**src/hw/rtl/bog_pkg.sv**
```systemverilog
// Shared types, constants and helpers for the block offset generator.
package bog_pkg;

    localparam int unsigned VALUE_W   = 64;
    localparam int unsigned COUNT_W   = 32;
    localparam int unsigned SIZE_W    = 25;
    localparam int unsigned OFFSET_W  = 56;
    localparam int unsigned CFG_W     = 32;
    localparam int unsigned CFG_IDX_W = 2;

    localparam int unsigned QUEUE_DEPTH_DEF = 2;

    localparam logic [VALUE_W-1:0] SEED_VALUE    = 64'h9E37_79B9_7F4A_7C15;
    localparam logic [VALUE_W-1:0] SCRAMBLE_MULT = 64'h2545_F491_4F6C_DD1D;

    localparam int unsigned SHIFT_A = 12;
    localparam int unsigned SHIFT_B = 25;
    localparam int unsigned SHIFT_C = 27;

    localparam logic [COUNT_W-1:0] BLOCK_COUNT_RST = 32'd1;
    localparam logic [SIZE_W-1:0]  BLOCK_SIZE_RST  = 25'd4096;
    localparam logic [SIZE_W-1:0]  MAX_BLOCK_SIZE  = 25'h100_0000;

    typedef enum logic [CFG_IDX_W-1:0] {
        REG_BLOCK_COUNT = 2'd0,
        REG_BLOCK_SIZE  = 2'd1,
        REG_SEQ_MODE    = 2'd2
    } cfg_idx_t;

    typedef struct packed {
        logic first_of_run;
        logic last_of_run;
    } req_t;

    typedef struct packed {
        logic [OFFSET_W-1:0] byte_offset;
        logic                last;
    } rsp_t;

    typedef struct packed {
        logic [VALUE_W-1:0] value;
        logic               last;
    } job_t;

    typedef struct packed {
        logic [COUNT_W-1:0] block_count;
        logic [SIZE_W-1:0]  block_size;
        logic               sequential_mode;
    } cfg_t;

    function automatic logic [VALUE_W-1:0] xorshift_step(input logic [VALUE_W-1:0] x_in);
        logic [VALUE_W-1:0] x;
        x = x_in;
        x = x ^ (x >> SHIFT_A);
        x = x ^ (x << SHIFT_B);
        x = x ^ (x >> SHIFT_C);
        return x;
    endfunction

endpackage

```
**src/hw/rtl/bog_front.sv**
```systemverilog
// Front end: accepts requests, keeps generator and counter state, forms the value to reduce.
module bog_front (
    input  logic          clk,
    input  logic          rst_n,
    input  bog_pkg::cfg_t cfg,
    input  logic          req_valid,
    output logic          req_ready,
    input  bog_pkg::req_t req,
    output logic          push_valid,
    input  logic          push_ready,
    output bog_pkg::job_t push_data
);
    import bog_pkg::*;

    localparam int unsigned BIT_CNT_W = $clog2(COUNT_W);
    localparam int unsigned HALF_W    = VALUE_W / 2;

    typedef enum logic [2:0] {
        F_IDLE,
        F_CHECK,
        F_NORM,
        F_ADV,
        F_STEP,
        F_MUL0,
        F_MUL1,
        F_MUL2
    } fstate_t;

    fstate_t              state_reg;
    logic                 push_pending_reg;
    logic [VALUE_W-1:0]   prng_reg;
    logic [COUNT_W-1:0]   seq_reg;
    logic                 last_reg;
    logic [COUNT_W-1:0]   cur_reg;
    logic [COUNT_W-1:0]   div_reg;
    logic [COUNT_W-1:0]   rem_reg;
    logic [BIT_CNT_W-1:0] bit_cnt_reg;
    logic [VALUE_W-1:0]   prod_reg;
    logic [HALF_W-1:0]    hi_reg;
    logic [VALUE_W-1:0]   value_reg;

    logic [COUNT_W:0]     rem_shift;
    logic [COUNT_W-1:0]   rem_next;
    logic [COUNT_W:0]     cur_inc;
    logic [HALF_W-1:0]    mul_a;
    logic [HALF_W-1:0]    mul_b;
    logic [VALUE_W-1:0]   mul_p;

    assign req_ready  = (state_reg == F_IDLE) && !push_pending_reg;
    assign push_valid = push_pending_reg;
    assign push_data  = '{value: value_reg, last: last_reg};

    always_comb
    begin
        rem_shift = {rem_reg, div_reg[COUNT_W-1]};
        if (rem_shift >= {1'b0, cfg.block_count})
        begin
            rem_next = COUNT_W'(rem_shift - {1'b0, cfg.block_count});
        end
        else
        begin
            rem_next = rem_shift[COUNT_W-1:0];
        end
    end

    assign cur_inc = {1'b0, cur_reg} + {{COUNT_W{1'b0}}, 1'b1};
    assign mul_a   = (state_reg == F_MUL2) ? prng_reg[VALUE_W-1:HALF_W] : prng_reg[HALF_W-1:0];
    assign mul_b   = (state_reg == F_MUL1) ? SCRAMBLE_MULT[VALUE_W-1:HALF_W]
                                           : SCRAMBLE_MULT[HALF_W-1:0];
    assign mul_p   = mul_a * mul_b;

    always_ff @(posedge clk or negedge rst_n)
    begin
        if (!rst_n)
        begin
            state_reg        <= F_IDLE;
            push_pending_reg <= 1'b0;
            prng_reg         <= SEED_VALUE;
            seq_reg          <= '0;
        end
        else
        begin
            unique case (state_reg)
                F_IDLE:
                begin
                    if (push_pending_reg)
                    begin
                        if (push_ready)
                        begin
                            push_pending_reg <= 1'b0;
                        end
                    end
                    else if (req_valid)
                    begin
                        last_reg <= req.last_of_run;
                        if (req.first_of_run)
                        begin
                            prng_reg <= SEED_VALUE;
                            seq_reg  <= '0;
                        end
                        state_reg <= F_CHECK;
                    end
                end
                F_CHECK:
                begin
                    if (seq_reg >= cfg.block_count)
                    begin
                        div_reg     <= seq_reg;
                        rem_reg     <= '0;
                        bit_cnt_reg <= '0;
                        state_reg   <= F_NORM;
                    end
                    else
                    begin
                        cur_reg   <= seq_reg;
                        state_reg <= F_ADV;
                    end
                end
                F_NORM:
                begin
                    rem_reg     <= rem_next;
                    div_reg     <= div_reg << 1;
                    bit_cnt_reg <= bit_cnt_reg + 1'b1;
                    if (bit_cnt_reg == BIT_CNT_W'(COUNT_W - 1))
                    begin
                        cur_reg   <= rem_next;
                        state_reg <= F_ADV;
                    end
                end
                F_ADV:
                begin
                    if (cur_inc >= {1'b0, cfg.block_count})
                    begin
                        seq_reg <= '0;
                    end
                    else
                    begin
                        seq_reg <= cur_inc[COUNT_W-1:0];
                    end
                    if (cfg.sequential_mode)
                    begin
                        value_reg        <= {{(VALUE_W-COUNT_W){1'b0}}, cur_reg};
                        push_pending_reg <= 1'b1;
                        state_reg        <= F_IDLE;
                    end
                    else
                    begin
                        state_reg <= F_STEP;
                    end
                end
                F_STEP:
                begin
                    prng_reg  <= xorshift_step(prng_reg);
                    state_reg <= F_MUL0;
                end
                F_MUL0:
                begin
                    prod_reg  <= mul_p;
                    state_reg <= F_MUL1;
                end
                F_MUL1:
                begin
                    hi_reg    <= prod_reg[VALUE_W-1:HALF_W] + mul_p[HALF_W-1:0];
                    state_reg <= F_MUL2;
                end
                F_MUL2:
                begin
                    value_reg        <= {hi_reg + mul_p[HALF_W-1:0], prod_reg[HALF_W-1:0]};
                    push_pending_reg <= 1'b1;
                    state_reg        <= F_IDLE;
                end
                default:
                begin
                    state_reg <= F_IDLE;
                end
            endcase
        end
    end

endmodule

```
**src/hw/rtl/bog_queue.sv**
```systemverilog
// Small FIFO of pending jobs between front and back.
module bog_queue #(
    parameter int unsigned DEPTH = bog_pkg::QUEUE_DEPTH_DEF
) (
    input  logic          clk,
    input  logic          rst_n,
    input  logic          push_valid,
    output logic          push_ready,
    input  bog_pkg::job_t push_data,
    output logic          pop_valid,
    input  logic          pop_ready,
    output bog_pkg::job_t pop_data
);
    import bog_pkg::*;

    localparam int unsigned PTR_W = (DEPTH > 1) ? $clog2(DEPTH) : 1;
    localparam int unsigned CNT_W = $clog2(DEPTH + 1);

    job_t             entry_reg [DEPTH];
    logic [PTR_W-1:0] wr_ptr_reg;
    logic [PTR_W-1:0] rd_ptr_reg;
    logic [CNT_W-1:0] count_reg;
    logic             do_push;
    logic             do_pop;

    assign push_ready = (count_reg != CNT_W'(DEPTH));
    assign pop_valid  = (count_reg != '0);
    assign pop_data   = entry_reg[rd_ptr_reg];
    assign do_push    = push_valid && push_ready;
    assign do_pop     = pop_valid && pop_ready;

    always_ff @(posedge clk)
    begin
        if (do_push)
        begin
            entry_reg[wr_ptr_reg] <= push_data;
        end
    end

    always_ff @(posedge clk or negedge rst_n)
    begin
        if (!rst_n)
        begin
            wr_ptr_reg <= '0;
            rd_ptr_reg <= '0;
            count_reg  <= '0;
        end
        else
        begin
            if (do_push)
            begin
                wr_ptr_reg <= (wr_ptr_reg == PTR_W'(DEPTH - 1)) ? '0 : wr_ptr_reg + 1'b1;
            end
            if (do_pop)
            begin
                rd_ptr_reg <= (rd_ptr_reg == PTR_W'(DEPTH - 1)) ? '0 : rd_ptr_reg + 1'b1;
            end
            if (do_push && !do_pop)
            begin
                count_reg <= count_reg + 1'b1;
            end
            else if (do_pop && !do_push)
            begin
                count_reg <= count_reg - 1'b1;
            end
        end
    end

endmodule

```
**src/hw/rtl/bog_back.sv**
```systemverilog
// Back end: bit-serial reduction by block count, scaling by block size, output register.
module bog_back (
    input  logic          clk,
    input  logic          rst_n,
    input  bog_pkg::cfg_t cfg,
    input  logic          pop_valid,
    output logic          pop_ready,
    input  bog_pkg::job_t pop_data,
    output logic          rsp_valid,
    input  logic          rsp_ready,
    output bog_pkg::rsp_t rsp
);
    import bog_pkg::*;

    localparam int unsigned BIT_CNT_W = $clog2(VALUE_W);

    typedef enum logic [1:0] {
        B_IDLE,
        B_MOD,
        B_MUL,
        B_OUT
    } bstate_t;

    bstate_t              state_reg;
    logic [VALUE_W-1:0]   div_reg;
    logic [COUNT_W-1:0]   rem_reg;
    logic [BIT_CNT_W-1:0] bit_cnt_reg;
    logic                 last_reg;
    logic [OFFSET_W-1:0]  prod_reg;
    logic                 rsp_valid_reg;
    rsp_t                 rsp_reg;

    logic [COUNT_W:0]         rem_shift;
    logic [COUNT_W-1:0]       rem_next;
    logic [COUNT_W+SIZE_W-1:0] scaled;
    logic                     out_free;
    logic                     out_load;

    assign pop_ready = (state_reg == B_IDLE);
    assign rsp_valid = rsp_valid_reg;
    assign rsp       = rsp_reg;
    assign out_free  = !rsp_valid_reg || rsp_ready;
    assign out_load  = (state_reg == B_OUT) && out_free;
    assign scaled    = rem_reg * cfg.block_size;

    always_comb
    begin
        rem_shift = {rem_reg, div_reg[VALUE_W-1]};
        if (rem_shift >= {1'b0, cfg.block_count})
        begin
            rem_next = COUNT_W'(rem_shift - {1'b0, cfg.block_count});
        end
        else
        begin
            rem_next = rem_shift[COUNT_W-1:0];
        end
    end

    always_ff @(posedge clk or negedge rst_n)
    begin
        if (!rst_n)
        begin
            state_reg     <= B_IDLE;
            rsp_valid_reg <= 1'b0;
        end
        else
        begin
            if (out_load)
            begin
                rsp_valid_reg <= 1'b1;
            end
            else if (rsp_valid_reg && rsp_ready)
            begin
                rsp_valid_reg <= 1'b0;
            end
            unique case (state_reg)
                B_IDLE:
                begin
                    if (pop_valid)
                    begin
                        div_reg     <= pop_data.value;
                        last_reg    <= pop_data.last;
                        rem_reg     <= '0;
                        bit_cnt_reg <= '0;
                        state_reg   <= B_MOD;
                    end
                end
                B_MOD:
                begin
                    rem_reg     <= rem_next;
                    div_reg     <= div_reg << 1;
                    bit_cnt_reg <= bit_cnt_reg + 1'b1;
                    if (bit_cnt_reg == BIT_CNT_W'(VALUE_W - 1))
                    begin
                        state_reg <= B_MUL;
                    end
                end
                B_MUL:
                begin
                    prod_reg  <= scaled[OFFSET_W-1:0];
                    state_reg <= B_OUT;
                end
                B_OUT:
                begin
                    if (out_free)
                    begin
                        rsp_reg   <= '{byte_offset: prod_reg, last: last_reg};
                        state_reg <= B_IDLE;
                    end
                end
                default:
                begin
                    state_reg <= B_IDLE;
                end
            endcase
        end
    end

endmodule

```
**src/hw/rtl/block_offset_generator.sv**
```systemverilog
// A request passes the front end, the job queue and the back end's bit-serial reduction;
// the front end first reduces the counter bit-serially when block_count shrank below it.
// New requests are taken once the last job is queued, while the back end may still be busy.
// Reset: clears all handshake state, loads the seed, zeroes the counter and restores the
// register defaults (block_count 1, block_size 4096, random mode).
module block_offset_generator #(
    parameter int unsigned QUEUE_DEPTH = bog_pkg::QUEUE_DEPTH_DEF
) (
    input  logic                             clk,
    input  logic                             rst_n,
    input  logic                             req_valid,
    output logic                             req_ready,
    input  bog_pkg::req_t                    req,
    output logic                             rsp_valid,
    input  logic                             rsp_ready,
    output bog_pkg::rsp_t                    rsp,
    input  logic                             cfg_we,
    input  logic [bog_pkg::CFG_IDX_W-1:0]    cfg_index,
    input  logic [bog_pkg::CFG_W-1:0]        cfg_data
);
    import bog_pkg::*;

    logic [COUNT_W-1:0] block_count_reg;
    logic [SIZE_W-1:0]  block_size_reg;
    logic               seq_mode_reg;
    cfg_t               cfg_eff;

    logic push_valid;
    logic push_ready;
    job_t push_data;
    logic pop_valid;
    logic pop_ready;
    job_t pop_data;

    always_ff @(posedge clk or negedge rst_n)
    begin
        if (!rst_n)
        begin
            block_count_reg <= BLOCK_COUNT_RST;
            block_size_reg  <= BLOCK_SIZE_RST;
            seq_mode_reg    <= 1'b0;
        end
        else if (cfg_we)
        begin
            unique case (cfg_idx_t'(cfg_index))
                REG_BLOCK_COUNT: block_count_reg <= cfg_data[COUNT_W-1:0];
                REG_BLOCK_SIZE:  block_size_reg  <= cfg_data[SIZE_W-1:0];
                REG_SEQ_MODE:    seq_mode_reg    <= cfg_data[0];
                default:         ;
            endcase
        end
    end

    always_comb
    begin
        cfg_eff.block_count     = (block_count_reg == '0) ? COUNT_W'(1) : block_count_reg;
        if (block_size_reg == '0)
        begin
            cfg_eff.block_size = SIZE_W'(1);
        end
        else if (block_size_reg > MAX_BLOCK_SIZE)
        begin
            cfg_eff.block_size = MAX_BLOCK_SIZE;
        end
        else
        begin
            cfg_eff.block_size = block_size_reg;
        end
        cfg_eff.sequential_mode = seq_mode_reg;
    end

    bog_front u_front (
        .clk        (clk),
        .rst_n      (rst_n),
        .cfg        (cfg_eff),
        .req_valid  (req_valid),
        .req_ready  (req_ready),
        .req        (req),
        .push_valid (push_valid),
        .push_ready (push_ready),
        .push_data  (push_data)
    );

    bog_queue #(
        .DEPTH (QUEUE_DEPTH)
    ) u_queue (
        .clk        (clk),
        .rst_n      (rst_n),
        .push_valid (push_valid),
        .push_ready (push_ready),
        .push_data  (push_data),
        .pop_valid  (pop_valid),
        .pop_ready  (pop_ready),
        .pop_data   (pop_data)
    );

    bog_back u_back (
        .clk       (clk),
        .rst_n     (rst_n),
        .cfg       (cfg_eff),
        .pop_valid (pop_valid),
        .pop_ready (pop_ready),
        .pop_data  (pop_data),
        .rsp_valid (rsp_valid),
        .rsp_ready (rsp_ready),
        .rsp       (rsp)
    );

endmodule

```
**config.mk**
```make
export PLATFORM = sky130hd
export DESIGN_NAME = block_offset_generator
export DESIGN_NICKNAME = d
export VERILOG_FILES = /design/src/hw/rtl/bog_pkg.sv /design/src/hw/rtl/bog_front.sv /design/src/hw/rtl/bog_queue.sv /design/src/hw/rtl/bog_back.sv /design/src/hw/rtl/block_offset_generator.sv
export SDC_FILE = /design/constraint.sdc
export NUM_CORES = 2
export LEC_CHECK = 0
export BUFFER_PORTS_ARGS = -buffer_cell sky130_fd_sc_hd__buf_4
export CAP_MARGIN = 0
export CORE_MARGIN = 1.5
export CORE_UTILIZATION = 23
export DETAILED_ROUTE_END_ITERATION = 6
export SLEW_MARGIN = 20
export SYNTH_ARGS = -nofsm -noshare
export SYNTH_HDL_FRONTEND = slang
export SYNTH_HIERARCHICAL = 1
export SYNTH_SLANG_ARGS = --single-unit
```
**constraint.sdc**
```tcl
create_clock -name clk -period 10.55 [get_ports clk]
set_input_delay 1.055 -clock clk [delete_from_list [all_inputs] [get_ports clk]]
set_output_delay 1.055 -clock clk [all_outputs]
set_load 0.05 [all_outputs]
```
==> metrics.yaml <==
status:
  status: "finished clean"
place:
  place_inst: 13600
  globalplace.congestion: 0.935
  pre_cts_slack_ns: 0.421
  io_buffer_count: 99
  dpl.hpwl_um: 201000
floorplanning:
  die_w_um: 623
  initial_core_util: 0.231
  die_h_um: 623
  ioPinCount: 100
  core_area_um2: 383000
  die_area_um2: 388000
  core.rowCount: 227
timing:
  hold_violations: 0
  final_max_slew_viol_count: 0
  skew_ns: 0.0707
  min_period_over_period: 0.957
  finalCriticalPeriod_ns: 10.09
  fmax_ghz: 0.0991
  setup_viol: 0
  finalSetupTns_ns: 0
  layout_setup_ws_ns: 0.457
  worst_pin_slew_ns: 1.09
  relSlewSlack: 0.273
  rsz0062_at_grt: "false"
clock_tree:
  h-tree-depth: 3
  holdBufCountCts: 0
  cts_sinks: 772
  clk_latency_ns: 0.73
  cts_tree: "yes"
  clk_pin_slew_worst_paths_ns: 0.07
  numCtsBuffers: 87
  clk_path_buf_depth: 3
  root_buffer: "clkbuf_16"
critical_path:
  startpoint_type: "flop"
  cp_slowest_cell: "or4_1"
  critPathMaxFanout: 17
  crit_path_end_kind: "flop"
  cpPeakStageDelay_ns: 0.56
  path_class: "reg2reg"
  required_ns: 11.02
  crit_top_cell: "fa_1"
  crit_arrival_ns: 10.56
synthesis:
  ys_async_sr_fraction: 0.214
  yosysTopAreaCellShare: 0.289
  synthFlopType: "edfxtp_1"
  synth-seq-area-share: 0.253
  synth_seq_cells: 772
  synth_area_leader_cell: "fa_1"
  synth.distinct_cells: 98
  syn-instance-count: 8574
  synthTopCellsByArea: "fa_1 (29%), edfxtp_1 (21%), ha_1 (11%)"
  yosys_warnings: 6
  synth_area_um2: 88500
  synth-edff-count: 607
  avgSynthCellArea_um2: 10.3
run:
  timing.max_cap.violations: 0
route:
  antenna_left: 0
  drtIter0Drc: 4263
  drc: 0
  avgRoutedWirePerCell_um: 18.2
  vias: 60500
  firstDrtPassIters: 6
  vias_per_cell: 4.40
  drt-total-wl_um: 250000
cells_and_area:
  area_growth_pct: 11.6
  layout_commonest_cell: "inv_1"
  nets: 10700
  mostFrequentLayoutCells: "inv_1 (1668), fa_1 (1278), nand2_1 (806)"
  final_cells: 13700
  largest_reg_flops: 130
  fillers: 40300
  drive_gt1_frac: 0.0887
global_route:
  grt_util_all_layers: 0.127
  antenna_found_initial: 27
  grt_pass1_wl_um: 383000
  grt_pass1_vias: 62400
  grt_max_degree: 93
  grt-ovfl-total: 0
hold_path:
  hp-class: "in2async"
[layout make-up]
type | count | area, µm² | share of cell area
antenna | 6 | 15.0 | 0.000152
clock buffer | 110 | 2330 | 0.0236
clock inverter | 53 | 671 | 0.00679
inverter | 1669 | 6260 | 0.0634
multi-input combinational | 5808 | 58600 | 0.593
sequential | 772 | 22400 | 0.227
tap | 5038 | 6300 | 0.0638
timing repair buffer | 285 | 2170 | 0.0220
[synth_stat cells, types with 13 or more instances]
master and instances:
o21bai_1 37, nand2_1 810, nor3_1 45, mux2_4 40, a211oi_1 41, o21a_1 39, nor2b_1 38, nand2b_1 27
and2_1 439, dfstp_2 40, or3_1 13, nor4_1 21, a31oi_1 35, edfxtp_1 607, and3_1 41, clkbuf_1 328
o21ai_0 260, mux2i_1 51, nor2_1 327, o31ai_1 19, a21o_1 143, a21oi_1 332, ha_1 797, dfrtp_1 125
xor2_1 133, inv_1 1668, buf_1 14, o211ai_1 24, fa_1 1278, nand4_1 68, xnor2_1 252, mux2_2 196
nand3_1 67
[stage by stage]
stage	hold slack, ns	utilization	area (µm²)
global placement	0.401	0.250	95700
finish	0.283	0.258	98800
floorplan	0.400	-	88600
global route	0.302	0.258	98700
CTS	0.279	0.258	98700
detailed placement	0.405	0.250	95700
[layer usage]
layer | vias up | part of all wire | track usage
met4 | 6 | 0.032 | 0.0387
li1 | 27500 | - | -
met1 | 30800 | 0.45 | 0.174
met5 | - | 0.00026 | 0
met3 | 357 | 0.064 | 0.0214
met2 | 1790 | 0.46 | 0.205
[path summary, 6_finish.rpt]
kind / startpoint / end / slack (ns) / cells after the start
min reg2reg: u_back/prod_reg[4]$_DFFE_PP_ / u_back/rsp[5]$_DFFE_PP_ / 0.41 / 0
max reg2reg: u_front/state_reg[0]$_DFFE_PN0P_ / u_front/value_reg[63]$_SDFFCE_PN0P_ / 0.46 / 37
min in group clk: u_back/prod_reg[4]$_DFFE_PP_ / u_back/rsp[5]$_DFFE_PP_ / 0.41 / 0
max in group asynchronous: rst_n / block_size_reg[11]$_DFFE_PN0P_ / 8.90 / 2
max: u_front/state_reg[0]$_DFFE_PN0P_ / u_front/value_reg[63]$_SDFFCE_PN0P_ / 0.46 / 37
min: rst_n / u_front/state_reg[1]$_DFFE_PN0P_ / 0.28 / 1
[critical path, delay by kind of cell (launching register included)]
kind	cells	cell delay, ns
compound gates	6	1.38
xor+xnor	2	0.36
fa+ha+maj	11	4.33
buf+inv	8	1.04
flops	1	0.43
mux	1	0.27
simple gates	9	1.95
[cell families (layout without fill, tap and decap cells)]
| logic type | after synthesis | in the layout | share of synthesized area |
|---|---|---|---|
| xor gates and xnor gates | 386 | 386 | 0.0384 |
| adders and majority gates | 2075 | 2075 | 0.402 |
| DFF | 772 | 772 | 0.253 |
| and+or+nand+nor | 1947 | 1947 | 0.105 |
| AOI/OAI and AO/OA | 1069 | 1069 | 0.0764 |
| buffers and inverters | 2036 | 2117 | 0.0875 |
| other | 2 | 50 | 0.0000849 |
| muxes | 287 | 287 | 0.0375 |
[timing repair]
| action | in CTS | in global routing |
|---|---|---|
| setup buffers | 0 | 0 |
| resized for setup | 0 | 1 |
| setup endpoints to repair | 0 | 1 |
Power is left out: the tool's default activity adds up to more than one toggle a clock period on the data nets, which glitch-free logic cannot reach.
